## src/hdl/jibe_pkg.sv

```systemverilog
package jibe_pkg;

  typedef struct packed {
    logic [7:0] command;
    logic [7:0] imm_hi;
    logic [7:0] imm_lo;
  } in_word_t;

  typedef struct packed {
    logic [15:0]        next_pc;
    logic signed [63:0] top_value;
    logic [4:0]         depth_after;
    logic [2:0]         status;
  } out_word_t;

  localparam logic [2:0] ST_OK        = 3'd0;
  localparam logic [2:0] ST_DIV_ZERO  = 3'd1;
  localparam logic [2:0] ST_UNSUP     = 3'd2;
  localparam logic [2:0] ST_OVERFLOW  = 3'd3;
  localparam logic [2:0] ST_UNDERFLOW = 3'd4;
  localparam logic [2:0] ST_BAD_LOCAL = 3'd5;

  localparam logic [5:0] INT_SHIFT_MASK  = 6'h1F;
  localparam logic [5:0] LONG_SHIFT_MASK = 6'h3F;

  // ALU operation codes
  typedef enum logic [3:0] {
    ALU_ADD, ALU_SUB, ALU_MUL, ALU_DIV, ALU_REM, ALU_NEG, ALU_SHL, ALU_SHR,
    ALU_USHR, ALU_AND, ALU_OR, ALU_XOR, ALU_PASS
  } alu_op_t;

  typedef struct packed {
    logic    start;
    alu_op_t op;
    logic    lng;
  } alu_ctl_t;

  function automatic logic [63:0] sx32(input logic [63:0] x);
    return {{32{x[31]}}, x[31:0]};
  endfunction

  function automatic logic [63:0] sx16(input logic [63:0] x);
    return {{48{x[15]}}, x[15:0]};
  endfunction

  function automatic logic [63:0] sx8(input logic [63:0] x);
    return {{56{x[7]}}, x[7:0]};
  endfunction

endpackage

```

## src/hdl/jibe_alu.sv

```systemverilog
module jibe_alu
  import jibe_pkg::*;
(
  input  logic        clk,
  input  logic        rst_n,
  input  alu_ctl_t    ctl,
  input  logic [63:0] a,
  input  logic [63:0] b,
  output logic        done,
  output logic [63:0] result
);

  typedef enum logic [1:0] {A_IDLE, A_MUL, A_DIV, A_FIX} astate_t;

  astate_t     state_r;
  alu_op_t     op_r;
  logic        lng_r;
  logic [63:0] a_r, b_r;
  logic [63:0] acc_r;
  logic [63:0] rem_r;
  logic [6:0]  cnt_r;
  logic        na_r, nb_r;
  logic        done_r;
  logic [63:0] result_r;

  logic [63:0] ea, eb;
  logic [5:0]  sh;
  logic [63:0] simple;
  logic [64:0] trial;
  logic [63:0] rem_sh;
  logic [63:0] fixed;

  assign ea = ctl.lng ? a : sx32(a);
  assign eb = ctl.lng ? b : sx32(b);
  assign sh = eb[5:0] & (ctl.lng ? LONG_SHIFT_MASK : INT_SHIFT_MASK);

  // combinational operations, result registered at start
  always_comb begin
    unique case (ctl.op)
      ALU_ADD:  simple = ea + eb;
      ALU_SUB:  simple = ea - eb;
      ALU_NEG:  simple = 64'd0 - eb;
      ALU_SHL:  simple = ea << sh;
      ALU_SHR:  simple = $signed(ea) >>> sh;
      ALU_USHR: simple = (ctl.lng ? ea : {32'd0, ea[31:0]}) >> sh;
      ALU_AND:  simple = ea & eb;
      ALU_OR:   simple = ea | eb;
      ALU_XOR:  simple = ea ^ eb;
      default:  simple = eb;
    endcase
  end

  // one restoring divide step
  assign rem_sh = {rem_r[62:0], a_r[63]};
  assign trial  = {1'b0, rem_sh} - {1'b0, b_r};
  assign fixed  = (op_r == ALU_REM) ? (na_r ? 64'd0 - rem_r : rem_r)
                                     : ((na_r != nb_r) ? 64'd0 - acc_r : acc_r);

  // sequence multiply shift-add and divide bit by bit
  always_ff @(posedge clk) begin
    if (!rst_n) begin
      state_r <= A_IDLE;
      done_r  <= 1'b0;
    end else begin
      done_r <= 1'b0;
      unique case (state_r)
        A_IDLE: begin
          if (ctl.start) begin
            op_r  <= ctl.op;
            lng_r <= ctl.lng;
            cnt_r <= 7'd0;
            acc_r <= 64'd0;
            rem_r <= 64'd0;
            na_r  <= ea[63];
            nb_r  <= eb[63];
            if (ctl.op == ALU_MUL) begin
              a_r     <= ea;
              b_r     <= eb;
              state_r <= A_MUL;
            end else if (ctl.op == ALU_DIV || ctl.op == ALU_REM) begin
              a_r     <= ea[63] ? 64'd0 - ea : ea;
              b_r     <= eb[63] ? 64'd0 - eb : eb;
              state_r <= A_DIV;
            end else begin
              result_r <= ctl.lng ? simple : sx32(simple);
              done_r   <= 1'b1;
            end
          end
        end
        A_MUL: begin
          if (b_r[0]) begin
            acc_r <= acc_r + a_r;
          end
          a_r   <= a_r << 1;
          b_r   <= b_r >> 1;
          cnt_r <= cnt_r + 7'd1;
          if (cnt_r == 7'd63) begin
            state_r <= A_FIX;
          end
        end
        A_DIV: begin
          a_r <= a_r << 1;
          if (!trial[64]) begin
            rem_r <= trial[63:0];
            acc_r <= {acc_r[62:0], 1'b1};
          end else begin
            rem_r <= rem_sh;
            acc_r <= {acc_r[62:0], 1'b0};
          end
          cnt_r <= cnt_r + 7'd1;
          if (cnt_r == 7'd63) begin
            state_r <= A_FIX;
          end
        end
        A_FIX: begin
          result_r <= (op_r == ALU_MUL) ? (lng_r ? acc_r : sx32(acc_r))
                                        : (lng_r ? fixed : sx32(fixed));
          done_r   <= 1'b1;
          state_r  <= A_IDLE;
        end
        default: state_r <= A_IDLE;
      endcase
    end
  end

  assign done   = done_r;
  assign result = result_r;

  a_no_start_busy: assert property (@(posedge clk) disable iff (!rst_n)
    (state_r != A_IDLE) |-> !ctl.start) else $error("alu started while busy");
  a_done_pulse: assert property (@(posedge clk) disable iff (!rst_n)
    done_r |=> !done_r) else $error("alu done held");
  a_fix_done: assert property (@(posedge clk) disable iff (!rst_n)
    (state_r == A_FIX) |=> done_r) else $error("alu fix without done");

endmodule

```

## config.mk

```make
export PLATFORM = sky130hd
export DESIGN_NAME = jibe_alu
export DESIGN_NICKNAME = d
export VERILOG_FILES = /design/src/hdl/jibe_pkg.sv /design/src/hdl/jibe_alu.sv
export SDC_FILE = /design/constraint.sdc
export NUM_CORES = 2
export LEC_CHECK = 0
export BUFFER_PORTS_ARGS = -buffer_cell sky130_fd_sc_hd__buf_4
export CAP_MARGIN = 10
export CORE_ASPECT_RATIO = 1.75
export CORE_MARGIN = 3
export CORE_UTILIZATION = 40
export DETAILED_ROUTE_END_ITERATION = 12
export PLACE_DENSITY_LB_ADDON = 0.08
export SLEW_MARGIN = 20
export SYNTH_ARGS = -nofsm -noshare
export SYNTH_HDL_FRONTEND = slang
export SYNTH_SLANG_ARGS = --single-unit
```

## constraint.sdc

```tcl
create_clock -name clk -period 7.9 [get_ports clk]
set_clock_uncertainty 0.2 [all_clocks]
set_input_delay 0.79 -clock clk [delete_from_list [all_inputs] [get_ports clk]]
set_output_delay 0.79 -clock clk [all_outputs]
set_load 0.005 [all_outputs]
```

==> out/qor.yml <==
floorplanning:
  die_area_sq_um: 132000
  coreArea_sq_um: 126000
  io-pin-count: 201
  start_util_pct: 40.4
  die-width_microns: 276
  die_h_microns: 478
  rows: 172
placed_design:
  dp.cells: 8260
  io_buffers: 200
  preCtsSetupSlack_ns: 0.634
  place_congestion: 1.11
  hpwl_mm: 263
worst_setup_path:
  critical_path_class: "input port to flop"
  crit_end: "result[51]$_DFFE_PP_"
  worstPathMaxFanout: 7
  r2r-end: "rem_r[2]$_SDFFCE_PP0P_"
  rrSetupSlack_ns: 2.05
  critPathLaunchType: "input port"
  startpoint: "b[0]"
  worstSetupEndpointType: "flop"
  required_ns: 8.07
  r2r_cells: 15
  reg2reg_from: "a_r[63]$_DFFE_PP_"
  cp.arrival_ns: 7.05
power:
  cellLeakagePower_nw: 21.4
  power.density_nw_per_um2: 188
  ir_drop_v: 0.000203
synthesis:
  synth_top_area_cell: "edfxtp_1"
  synth.distinct_cells: 107
  synth_cells: 6730
  netlist_area_sq_um: 51000
  synth_seq_area_share_pct: 19.8
  ys_ff_latch: 337
  ys.warnings.count: 0
  async_flop_share_pct: 0
  syn_avg_cell_area_sq_um: 7.57
  synthTopCellsByArea: "edfxtp_1, ha_1, o21ai_0"
  synth_edf_count: 334
  syn_nets: 7199
  synthFlopType: "edfxtp_1"
  synth_top_area_share_pct: 19.7
cts:
  clk_pin_slew_ns: 0.08
  insertion_delay_ns: 0.66
  clockRootBuffer: "clkbuf_16"
  cts_buffers: 31
  h-tree-depth: 1
  cts_hold_buf: 0
  cts_resized: 0
  clock_path_buffers: 3
  cts_setup_buffers: 0
  cts_tree: "yes"
  cts_sinks: 337
global_routing:
  grt_pass1_wl_mm: 446
  grt_usage_pct: 48.4
  grt_max_degree: 118
  antenna_found_initial: 37
  grt_pass1_vias: 54978
  overflow: 0
sta:
  finalCritPeriodShare_pct: 87.1
  finalSetupViolations: 0
  holdWs_ns: 0.250
  maxSlewViolCount: 0
  fin_crit_ns: 6.88
  fmax_mhz: 145
  relSlewSlack_pct: 13.8
  hold_viol_final: 0
  rsz0062_at_grt: "no"
  worstMarginPinSlew_ns: 1.28
  fin_setup_tns_ns: 0
  finalWorstSetupSlack_ns: 1.02
status:
  status: "completed"
routing:
  routed_via_density: 7.02
  ant_nets: 0
  wl_met2_mm: 151
  wl_met1_mm: 109
  wl_per_cell_microns: 39.6
  drc: 0
  first_pass_iters: 9
  wl_met3_mm: 28.4
  top_layer_used: "met5"
  drt-total-wl_mm: 331
  drtIter0Drc: 7389
  vias: 58637
finish:
  nets: 7116
  nFillCells: 13064
  drive_gt1_share_pct: 11.3
  layout.cells.non_filler: 8349
  area_delta_synth_final_pct: 8.79
hold_path:
  hold_class: "input port to flop"
flow_run:
  cap_viol_max_count: 0
==> layer usage <==
metal  track usage (%)  vias up
li1                  -    24781
met1              51.0    28498
met2              77.6     4026
met3              10.5     1316
met4              49.1       16
met5                 0        -
==> critical path: stages <==
cell	delay, ns
clkbuf_8	0.12
inv_1	0.37
ha_1	0.24
or3b_1	0.48
nor4_1	0.72
nand2_1	0.26
nor3_1	0.42
nor2_1	0.10
xnor2_1	0.14
ha_1	0.40
nand2_1	0.18
nor4b_1	0.62
nand4_1	0.31
a211o_1	0.46
a21oi_1	0.40
nor3b_1	0.11
xnor2_1	0.14
a2111oi_0	0.57
o211ai_1	0.18
==> synth_stat cells, drive strengths merged (72+ instances only) <==
master,instances
a211oi,77
a21o,138
a21oi,593
a22oi,110
a31oi,80
buf,108
clkbuf,433
edfxtp,334
ha,330
inv,293
mux2i,164
mux4,107
nand2,811
nand3,108
nor2,562
nor3,124
o21ai,626
o221ai,85
o22ai,74
o31ai,72
or3,75
xnor2,354
xor2,114
==> flip-flops by register name, summed over array words and instances, names as in the netlist <==
signal   cells
nb_r         1
cnt_r        7
lng_r        1
a_r         64
na_r         1
done         1
b_r         64
rem_r       64
op_r         4
acc_r       64
state_r      2
result      64
==> cell type report <==
cell class                      count  area (sq um)  share of cell area, %
Timing Repair Buffer              431          3400                   6.13
Tap cell                         1653          2070                   3.73
Multi-Input combinational cell   5547         37700                   68.0
Clock inverter                     20           203                  0.366
Antenna cell                       26          65.1                  0.117
Clock buffer                       36           805                   1.45
Inverter                          299          1120                   2.02
Sequential cell                   337         10100                   18.2
==> worst min-delay path by stage <==
stage	start	to	slack [ns]	cells past startpoint
2_1_floorplan	state_r[1]$_SDFFE_PN0P_	state_r[1]$_SDFFE_PN0P_	0.27	2
3_3_place_gp	state_r[1]$_SDFFE_PN0P_	state_r[1]$_SDFFE_PN0P_	0.30	2
3_5_place_dp	state_r[1]$_SDFFE_PN0P_	state_r[1]$_SDFFE_PN0P_	0.31	2
4_1_cts	rst_n	state_r[1]$_SDFFE_PN0P_	0.23	2
5_1_grt	rst_n	state_r[1]$_SDFFE_PN0P_	0.26	2
6_report	rst_n	state_r[1]$_SDFFE_PN0P_	0.25	2
==> metrics by stage <==
stage	area, sq um	utilization [%]	power, mW
floorplan	51000	-	6.32
global placement	54200	43.0	8.52
detailed placement	54300	43.0	8.56
CTS	55300	43.8	10.2
global route	55400	43.9	10.8
finish	55400	44.0	10.4
==> power breakdown <==
| part | internal, mW | switching (mW) |
|---|---|---|
| combinational | 1.99 | 4.14 |
| sequential | 2.39 | 0.310 |
| clock | 0.809 | 0.801 |
==> layout by cell type, fill, tap and decap left out, drive strengths merged, types with 21 or more instances in the layout <==
cell type    n
xnor2      354
mux2        47
a22oi      110
a221oi      50
or4         33
o221ai      85
and3        51
a21oi      593
a31oi       80
o211ai      71
o21ai      626
diode       26
nand2b      44
xor2       114
inv        296
nand3      108
nor2b       63
or2         21
o21a        40
a211oi      77
and2        45
mux4       107
o22ai       74
nor4        37
o21bai      39
nand4       71
buf        429
nor3       124
nor2       562
mux2i      164
edfxtp     334
ha         330
o31ai       72
or3         75
nand2      811
a21o       138
clkbuf      38
==> logic make-up (layout without fill, tap and decap cells) <==
| group | after synthesis | in the layout | share of synthesized area, % |
|---|---|---|---|
| fa+ha+maj | 333 | 333 | 8.22 |
| other cells | 0 | 26 | 0 |
| compound gates | 2315 | 2315 | 28.9 |
| mux | 318 | 318 | 9.04 |
| buf+inv | 846 | 786 | 6.86 |
| xor+xnor | 468 | 468 | 8.04 |
| flops | 337 | 337 | 19.8 |
| simple gates | 2113 | 2113 | 19.2 |
No activity file was read; power rests on OpenSTA's default activity.
