### src/hdl/jibe_ram.sv
module jibe_ram #(
  parameter int WIDTH = 64,
  parameter int DEPTH = 16
) (
  input  logic                     clk,
  input  logic                     we,
  input  logic [$clog2(DEPTH)-1:0] waddr,
  input  logic [WIDTH-1:0]         wdata,
  input  logic [$clog2(DEPTH)-1:0] raddr,
  output logic [WIDTH-1:0]         rdata
);

  logic [WIDTH-1:0] mem [DEPTH];

  // write port and registered read port
  always_ff @(posedge clk) begin
    if (we) begin
      mem[waddr] <= wdata;
    end
    rdata <= mem[raddr];
  end

endmodule

### config.mk
export PLATFORM = sky130hd
export DESIGN_NAME = jibe_ram
export DESIGN_NICKNAME = d
export VERILOG_FILES = /design/src/hdl/jibe_ram.sv
export SDC_FILE = /design/constraint.sdc
export NUM_CORES = 1
export LEC_CHECK = 0
export BUFFER_PORTS_ARGS = -buffer_cell sky130_fd_sc_hd__buf_2
export CORE_MARGIN = 5
export CORE_UTILIZATION = 45
export DETAILED_ROUTE_END_ITERATION = 10
export SYNTH_ARGS = -nofsm -noshare
export SYNTH_HDL_FRONTEND = slang
export SYNTH_SLANG_ARGS = --single-unit
export TNS_END_PERCENT = 50
### constraint.sdc
create_clock -name clk -period 6.8 [get_ports clk]
set_input_delay 0.34 -clock clk [delete_from_list [all_inputs] [get_ports clk]]
set_output_delay 0.34 -clock clk [all_outputs]
set_load 0.005 [all_outputs]
==> impl_metrics.json, run 1 <==
{
  "status": "complete, no violations",
  "cts_resized": 0,
  "worstPathMaxFanout": 42,
  "syn_inst": 1647,
  "r2r_end": "rdata[9]$_DFF_P_",
  "fillers": 6758,
  "grt_pass1_wl_um": 128000,
  "dp_slack_ns": 3.62,
  "start_util_pct": 45.5,
  "ys_ff_latch": 1088,
  "grtUsageTotal_pct": 18.3,
  "grt_pass1_vias": 18900,
  "p_per_area_nw_per_um2": 312,
  "syn_to_final_growth_pct": 14.6,
  "synth-seq-area-share_pct": 80.9,
  "drtAntennaViolNets": 0,
  "whs_endpoint": "mem[14][56]$_DFFE_PP_",
  "hold_depth": 1,
  "drt_iter0_markers": 1695,
  "rsz0062_at_grt": "false",
  "crit_slowest_cell": "nor2_4",
  "post_cts_buffers": 0,
  "synth-main-ff-cell": "edfxtp_1",
  "cts_sinks": 1088,
  "dp_hpwl_um": 42800,
  "yosys.area.top_type": "edfxtp_1",
  "ir_worst_vdd_v": 0.000237,
  "synth.avg_cell_area_um2": 24.0,
  "fin_skew_ns": 0.0200,
  "relSlewSlack_pct": 17.6,
  "grt_max_degree": 112,
  "fp.dieH_um": 307,
  "yosys_warnings": 0,
  "row_count": 108,
  "drive_gt1_share_pct": 31.6,
  "seq_power_share_pct": 53.4,
  "synth_top_cells_by_count": "edfxtp_1 (1024), mux4_2 (256), a22oi_1 (128), nand2_1 (65), dfxtp_1 (64)",
  "power.leakage_nw": 14.5,
  "setup_ws_ns": 4.32,
  "antenna_found_initial": 11,
  "synth_edf_count": 1024,
  "cp-end-kind": "flop",
  "worst_pin_slew_ns": 1.23,
  "crit_path_max_incr_delay_ns": 1.04,
  "path_cells": "buf_2 > nand3b_1 > nor2_4 > buf_4",
  "gp_congestion": 0.704,
  "drt_pass1_iterations": 5,
  "post-route-period-util_pct": 36.4,
  "viasPerCell": 5.75,
  "crit_type": "in2reg",
  "routed_wirelength_um": 86000,
  "numCtsBuffers": 108,
  "clockBufferDepth": 3,
  "yosys-top-cells-area": "edfxtp_1 (78%), mux4_2 (15%), dfxtp_1 (3.2%), a22oi_1 (2.4%), nand2_1 (0.62%)",
  "cts_hold_buffers": 0,
  "gr-total-overflow": 0,
  "max_freq_mhz": 404,
  "clock-root-buffer": "clkbuf_16",
  "drc": 0,
  "finalHoldViolCount": 0,
  "cap_violations": 0,
  "p_comb_share_pct": 4.4,
  "syn-num-nets": 1721,
  "fin_crit_ns": 2.48,
  "postLayoutCoreUtil_pct": 52.1,
  "wl_per_cell_um": 27.8,
  "setup-violations-final": 0,
  "synth_cell_type_count": 18,
  "pwr-share-clk_pct": 42.2,
  "dieWidth_um": 307,
  "start_kind": "primary input",
  "synth_area_um2": 39600,
  "io_buffers": 137,
  "holdWs_ns": 0.0679,
  "internal_power_mw": 11.3,
  "finalSetupTns_ns": 0,
  "cts.htree.levels": 3,
  "coreArea_um2": 87000,
  "io_pins": 138,
  "cts_tree": "yes",
  "vias": 17800,
  "synth_top_area_share_pct": 77.7,
  "r2r_slack_ns": 5.40,
  "min-delay-start": "wdata[56]",
  "required_ns": 7.06,
  "p_sw_share_pct": 19.9,
  "drv_slew": 0,
  "async_flop_share_pct": 0,
  "path_clk_slew_ns": 0.06,
  "final_nets": 1919,
  "timing.rr.start": "mem[3][9]$_DFFE_PP_",
  "yosysMostFrequentCell": "edfxtp_1",
  "ff2ff_path_depth": 3,
  "hold_class": "in2reg",
  "clock_latency_ns": 0.64,
  "die-area_um2": 94000,
  "p_switching_mw": 2.81,
  "p_total_mw": 14.1,
  "cp.arrival_ns": 2.74
}
[placed cells by master, fill, tap and decap left out, types with 2 or more instances in the layout]
master,Yosys,final
edfxtp_1,1024,1024
mux4_2,256,256
buf_2,13,135
a22oi_1,128,128
clkbuf_16,0,113
nand2_1,65,65
dfxtp_1,64,64
clkbuf_1,36,34
buf_4,6,32
clkinv_2,0,21
clkbuf_8,0,18
nor2_4,0,13
bufinv_16,0,9
clkinv_1,0,6
nor3_2,0,4
diode_2,0,3
buf_12,0,3
nor2b_4,0,2
nand3b_1,2,2
nand2b_1,2,2
clkinv_4,0,2
buf_8,0,2
[area by class of cell]
| class | instances | area, µm² | area share [%] |
|---|---|---|---|
| Multi-Input combinational cell | 475 | 7230 | 16.0 |
| Clock buffer | 165 | 3200 | 7.06 |
| Antenna cell | 3 | 7.51 | 0.0166 |
| Timing Repair Buffer | 172 | 1010 | 2.22 |
| Clock inverter | 38 | 415 | 0.916 |
| Tap cell | 1155 | 1450 | 3.19 |
| Sequential cell | 1088 | 32000 | 70.6 |
[worst max path at each step]
| stage | start | to | slack, ns |
|---|---|---|---|
| after floorplan | waddr[2] | mem[0][0]$_DFFE_PP_ | 1.03 |
| after global placement | raddr[0] | rdata[39]$_DFF_P_ | 3.72 |
| after detailed placement | waddr[2] | mem[9][53]$_DFFE_PP_ | 3.62 |
| after CTS | waddr[2] | mem[9][62]$_DFFE_PP_ | 4.32 |
| after global routing | raddr[0] | rdata[4]$_DFF_P_ | 4.20 |
| final | waddr[2] | mem[9][41]$_DFFE_PP_ | 4.32 |
[power by group through the flow]
stage          logic, mW  clock network, mW  registers [mW]
6_report           0.628               5.96            7.55
3_3_place_gp       0.633                  0            7.69
3_5_place_dp       0.644                  0            7.69
5_1_grt            0.687               6.38            7.56
4_1_cts            0.646               6.09            7.55
2_1_floorplan      0.357                  0            7.68
[flip-flops by register name, summed over array words and instances, names as in the netlist]
register,cells
rdata,64
mem,1024
[per-stage QoR]
step                      area (µm²)  instances
after floorplan                39600       1647
after global placement         41700       2890
after detailed placement       41700       2890
after CTS                      45300       3093
after global routing           45300       3093
final                          45300       3096
[worst max-delay path: cells and delay by family]
| family | cells | cell delay, ns |
|---|---|---|
| buffers and inverters | 2 | 0.90 |
| and+or+nand+nor | 2 | 1.39 |
[per-layer routing]
layer	track usage [%]	vias to the layer above	wire, µm
li1	-	7443	-
met1	26.3	9669	36300
met2	29.7	541	42600
met3	3.79	129	5510
met4	3.67	14	1530
met5	0	-	85
[cell families after synthesis]
group	Yosys count	synth area share [%]
and+or+nand+nor	91	0.942
AOI/OAI and AO/OA	128	2.43
muxes	256	14.6
DFF	1088	80.9
buffers and inverters	84	1.14
Power figures use the tool's default switching activity.
==> inputs of run 2 (changes only) <==
ABC_AREA = 1   (was unset)
clock period = 2.5 ns   (was 6.8 ns; I/O delays follow)
==> run 2 against run 1 <==
Net effect:
- largest cell class unchanged
- clock power rose to 2.8 times the previous value
- register-to-register slack got worse by 4.0 ns
- highest routed layer is now met4
- power grew to 2.8 times the previous value
- flip-flop and latch count did not move
- largest power group unchanged
- synthesized cell count rose to 2.6 times the previous value
- global-route usage up 1.3 points
==> impl_metrics.json, run 2 <==
{
  "viasPerCell": 4.96,
  "min-delay-start": "we",
  "synth_edf_count": 1024,
  "drtAntennaViolNets": 0,
  "crit_family": "buffers and inverters",
  "drv_slew": 0,
  "cts_hold_buffers": 67,
  "crit_slowest_cell": "dlygate4sd3_1",
  "path_clk_slew_ns": 0.06,
  "relSlewSlack_pct": 44.5,
  "cts.htree.levels": 3,
  "synth.avg_cell_area_um2": 10.8,
  "yosys-top-cells-area": "edfxtp_1 (68%), nand2_1 (11%), nand3_1 (8.5%), inv_1 (6.4%), dfxtp_1 (2.8%)",
  "start_util_pct": 45.3,
  "fin_skew_ns": 0.0266,
  "rsz0062_at_grt": "false",
  "status": "complete, no violations",
  "crit_path_max_incr_delay_ns": 0.56,
  "synth_cell_type_count": 15,
  "path_common_cell": "nand3_1",
  "grt_max_degree": 139,
  "hold_class": "in2reg",
  "drt_pass1_iterations": 6,
  "placed_cell_area_um2": 47500,
  "cp.arrival_ns": 2.20,
  "vias": 28700,
  "gr-total-overflow": 0,
  "drive_gt1_share_pct": 9.06,
  "final_nets": 4469,
  "grt_pass1_vias": 27500,
  "p_per_area_nw_per_um2": 762,
  "layout_commonest_cell": "nand2_1",
  "grtUsageTotal_pct": 19.6,
  "holdWs_ns": 0.173,
  "yosys_warnings": 0,
  "p_comb_share_pct": 6.2,
  "seq_power_share_pct": 51.9,
  "syn-num-nets": 4284,
  "synth_top_cells_by_count": "nand2_1 (1349), edfxtp_1 (1024), inv_1 (771), nand3_1 (769), buf_2 (116)",
  "required_ns": 3.09,
  "fp.dieH_um": 327,
  "cts_tree": "yes",
  "fin_crit_ns": 1.60,
  "die-area_um2": 107000,
  "async_flop_share_pct": 0,
  "clock-root-buffer": "clkbuf_16",
  "numCtsBuffers": 112,
  "setup-violations-final": 0,
  "gp_congestion": 0.733,
  "p_switching_mw": 8.72,
  "coreArea_um2": 100000,
  "max_freq_mhz": 623,
  "r2r_slack_ns": 1.39,
  "ys_ff_latch": 1088,
  "drt_iter0_markers": 2269,
  "path_cells": "dlygate4sd3_1 > buf_8 > buf_12 > nand3_1 > nand3_1 > nand3_1 > nand2_1",
  "cts_resized": 0,
  "most-common-layout-cells": "nand2_1 (1349), edfxtp_1 (1024), inv_1 (770)",
  "cts_sinks": 1088,
  "grt_pass1_wl_um": 164000,
  "clockBufferDepth": 3,
  "crit_start": "raddr[1]",
  "yosysMostFrequentCell": "nand2_1",
  "internal_power_mw": 30.8,
  "worstPathMaxFanout": 114,
  "top_regs": "mem x1024, rdata x64",
  "syn_to_final_growth_pct": 14.5,
  "timing.rr.start": "mem[13][55]$_DFFE_PP_",
  "path_buf_inv": 3,
  "post-route-period-util_pct": 64.2,
  "io_pins": 138,
  "cap_violations": 0,
  "synth_top_area_share_pct": 67.9,
  "dp_hpwl_um": 55000,
  "pwr-share-clk_pct": 42.0,
  "yosys.area.top_type": "edfxtp_1",
  "power.leakage_nw": 22.1,
  "post_cts_buffers": 0,
  "antenna_found_initial": 3,
  "row_count": 116,
  "finalHoldViolCount": 0,
  "synth_area_um2": 45300,
  "syn_inst": 4210,
  "synth-main-ff-cell": "edfxtp_1",
  "worst_pin_slew_ns": 0.833,
  "start_kind": "primary input",
  "wl_per_cell_um": 18.3,
  "synth-seq-area-share_pct": 70.7,
  "routed_wirelength_um": 106000,
  "cp-end-kind": "flop",
  "design_area_um2": 51900,
  "postLayoutCoreUtil_pct": 51.9,
  "clock_latency_ns": 0.69,
  "regMostFlops": "mem",
  "p_sw_share_pct": 22.1,
  "dieWidth_um": 327,
  "io_buffers": 137,
  "largest_reg_flops": 1024,
  "crit_type": "in2reg",
  "ir_worst_vdd_v": 0.000651,
  "drc": 0
}
[run 2: kinds of logic (layout without fill, tap and decap cells)]
| kind of cell | count (synthesis) | in the layout | share of synthesized area [%] |
|---|---|---|---|
| AND/OR/NAND/NOR | 2137 | 2137 | 19.9 |
| buffers and inverters | 985 | 1265 | 9.42 |
| flip-flops | 1088 | 1088 | 70.7 |
| other | 0 | 2 | 0 |
[run 2: final cells by class]
type	instances	area, µm²
well taps	1298	1620
flip-flops and latches	1088	32000
clock buffers	157	3170
inverters	774	2950
diodes	2	5.00
multi-input cells	2137	9110
repair buffers	282	2450
fillers	8554	48100
clock inverters	52	519
[run 2: worst min-delay path: stages]
cell,delay (ns)
buf_2,0.13
nand3b_1,0.35
nor2_4,0.08
[run 2: metal layers]
metal / wire, µm / up-vias / track usage (%)
li1: - / 14000 / -
met1: 49100 / 13800 / 28.3
met2: 48700 / 775 / 31.4
met3: 6580 / 131 / 3.09
met4: 1800 / 0 / 4.72
met5: 0 / - / 0
[run 2: power groups by stage]
stage | Clock [mW] | Sequential (mW) | Combinational [mW]
floorplan | 0 | 20.9 | 1.37
global placement | 0 | 20.9 | 2.34
detailed placement | 0 | 20.9 | 2.36
CTS | 16.9 | 20.5 | 2.47
global route | 17.7 | 20.5 | 2.71
finish | 16.6 | 20.5 | 2.44
[run 2: worst paths after layout]
path | endpoint | cells past startpoint
max | rdata[55]$_DFF_P_ | 7
min | mem[9][17]$_DFFE_PP_ | 3
max reg2reg | rdata[55]$_DFF_P_ | 6
min reg2reg | rdata[0]$_DFF_P_ | 6
[run 2: metrics by stage]
stage,cells,total power [mW],setup TNS (ns),worst slack (ns)
floorplan,4210,22.3,-1005.40,-1.00
global placement,5512,23.2,0,0.725
detailed placement,5512,23.3,0,0.701
CTS,5788,39.9,0,0.941
global route,5788,41.0,0,0.851
finish,5790,39.5,0,0.896
==> inputs of run 3 (changes only) <==
clock period = 1.4 ns   (was 2.5 ns; I/O delays follow)
==> run 3 against run 2 <==
Net effect:
- sequential power rose by 79%
- core utilization rose by 2.0 points
- first-iteration DRC count rose by 23%
- routed wire length rose by 6.5%
- critical endpoint is now rdata[0]
- highest routed layer unchanged
==> impl_metrics.json, run 3 (synthesis results as in run 2) <==
{
  "status": "complete, no violations",
  "top_regs": "mem x1024, rdata x64",
  "path_clk_slew_ns": 0.06,
  "cts.htree.levels": 3,
  "grt_max_degree": 76,
  "fp.dieH_um": 327,
  "drv_slew": 0,
  "setup-violations-final": 0,
  "viasPerCell": 5.01,
  "r2r_end": "rdata[18]$_DFF_P_",
  "finalHoldViolCount": 0,
  "required_ns": 1.33,
  "crit_start": "rdata[0]$_DFF_P_",
  "gr-total-overflow": 0,
  "path_buf_inv": 1,
  "cp-end-kind": "primary output",
  "cts_tree": "yes",
  "fin_crit_ns": 1.32,
  "fin_skew_ns": 0.0283,
  "grtUsageTotal_pct": 20.9,
  "relSlewSlack_pct": 70.2,
  "cts_sinks": 1088,
  "timing.rr.start": "mem[1][18]$_DFFE_PP_",
  "syn_to_final_growth_pct": 18.9,
  "wl_per_cell_um": 19.1,
  "drc": 0,
  "numCtsBuffers": 113,
  "antenna_found_initial": 2,
  "layout_commonest_cell": "nand2_1",
  "routed_wirelength_um": 113000,
  "die-area_um2": 107000,
  "path_cells": "buf_2",
  "drt_iter0_markers": 2798,
  "r2r_slack_ns": 0.26,
  "worst_pin_slew_ns": 0.447,
  "drtAntennaViolNets": 0,
  "io_buffers": 137,
  "crit_family": "flip-flops",
  "cp.arrival_ns": 1.25,
  "dp_slack_ns": -0.0218,
  "gp_congestion": 0.788,
  "ir_worst_vdd_v": 0.00112,
  "drt_pass1_iterations": 7,
  "post-route-period-util_pct": 94.0,
  "max_freq_mhz": 760,
  "crit_slowest_cell": "dfxtp_2",
  "worstPathMaxFanout": 1,
  "endpoint": "rdata[0]",
  "start_util_pct": 45.3,
  "post_cts_buffers": 0,
  "vias": 29600,
  "drive_gt1_share_pct": 11.6,
  "dp_hpwl_um": 67600,
  "coreArea_um2": 100000,
  "grt_pass1_vias": 28900,
  "largest_reg_flops": 1024,
  "crit_type": "reg2out",
  "postLayoutCoreUtil_pct": 53.9,
  "regMostFlops": "mem",
  "io_pins": 138,
  "setup_ws_ns": 0.0840,
  "rsz0062_at_grt": "false",
  "path_depth": 1,
  "power.leakage_nw": 23.0,
  "row_count": 116,
  "clock-root-buffer": "clkbuf_16",
  "most-common-layout-cells": "nand2_1 (1349), edfxtp_1 (1024), inv_1 (770)",
  "grt_pass1_wl_um": 173000,
  "final_nets": 4596,
  "hold_class": "in2reg",
  "dieWidth_um": 327,
  "cap_violations": 0,
  "ff2ff_path_depth": 6,
  "crit_path_max_incr_delay_ns": 0.41,
  "p_per_area_nw_per_um2": 1330,
  "start_kind": "flop",
  "clockBufferDepth": 3,
  "holdWs_ns": 0.124,
  "clock_latency_ns": 0.70
}
## run 3: cell types whose count changed in the layout (fill, tap and decap cells not counted), moves of 2 or more
| cell | delta |
|---|---|
| buf_12 | +80 |
| buf_4 | +45 |
| clkbuf_8 | -4 |
| clkinv_1 | +4 |
| clkinv_2 | +4 |
| bufinv_16 | +3 |
| clkbuf_1 | -2 |
| clkinv_16 | -2 |
| clkinv_8 | +2 |
| dfxtp_1 | -2 |
| dfxtp_2 | +2 |
## run 3: worst min-delay path by stage
stage / start / endpoint / cells past startpoint
6_report: we / mem[3][21]$_DFFE_PP_ / 5
5_1_grt: we / mem[3][21]$_DFFE_PP_ / 5
4_1_cts: we / mem[3][21]$_DFFE_PP_ / 5
3_5_place_dp: rdata[20]$_DFF_P_ / rdata[20] / 1
3_3_place_gp: rdata[54]$_DFF_P_ / rdata[54] / 1
2_1_floorplan: wdata[0] / mem[0][0]$_DFFE_PP_ / 0
## run 3: cell type report
cell class | count | area, µm²
tap | 1298 | 1620
clock buffer | 152 | 3140
sequential | 1088 | 32000
fill | 8559 | 46100
multi-input combinational | 2137 | 9110
antenna | 1 | 2.50
timing repair buffer | 408 | 4400
inverter | 774 | 2940
clock inverter | 62 | 618
## run 3: power breakdown
part           switching, mW  internal [mW]
registers              0.229           36.4
logic                   3.20           1.72
clock network           12.4           17.7
## run 3: timing repair
item | in CTS | in global routing
hold buffers | 68 | 0
gates resized for setup | 2 | 0
endpoints found under the hold margin | 1069 | 0
setup endpoints to repair | 2 | 0
## run 3: layer usage
layer  wire, µm  global-route usage (%)
met1      50100                    29.5
met5          0                       0
met2      53900                    34.6
met3       6230                    2.86
met4       2750                    5.63
## run 3: stage by stage
step	setup TNS (ns)	area, µm²	total power, mW	cells
6_report	0	53900	71.7	5920
5_1_grt	0	53900	74.1	5920
4_1_cts	0	53900	72.3	5919
3_5_place_dp	-0.579	49400	42.1	5637
3_3_place_gp	0	49400	42.1	5637
2_1_floorplan	-447.37	45400	39.8	4210
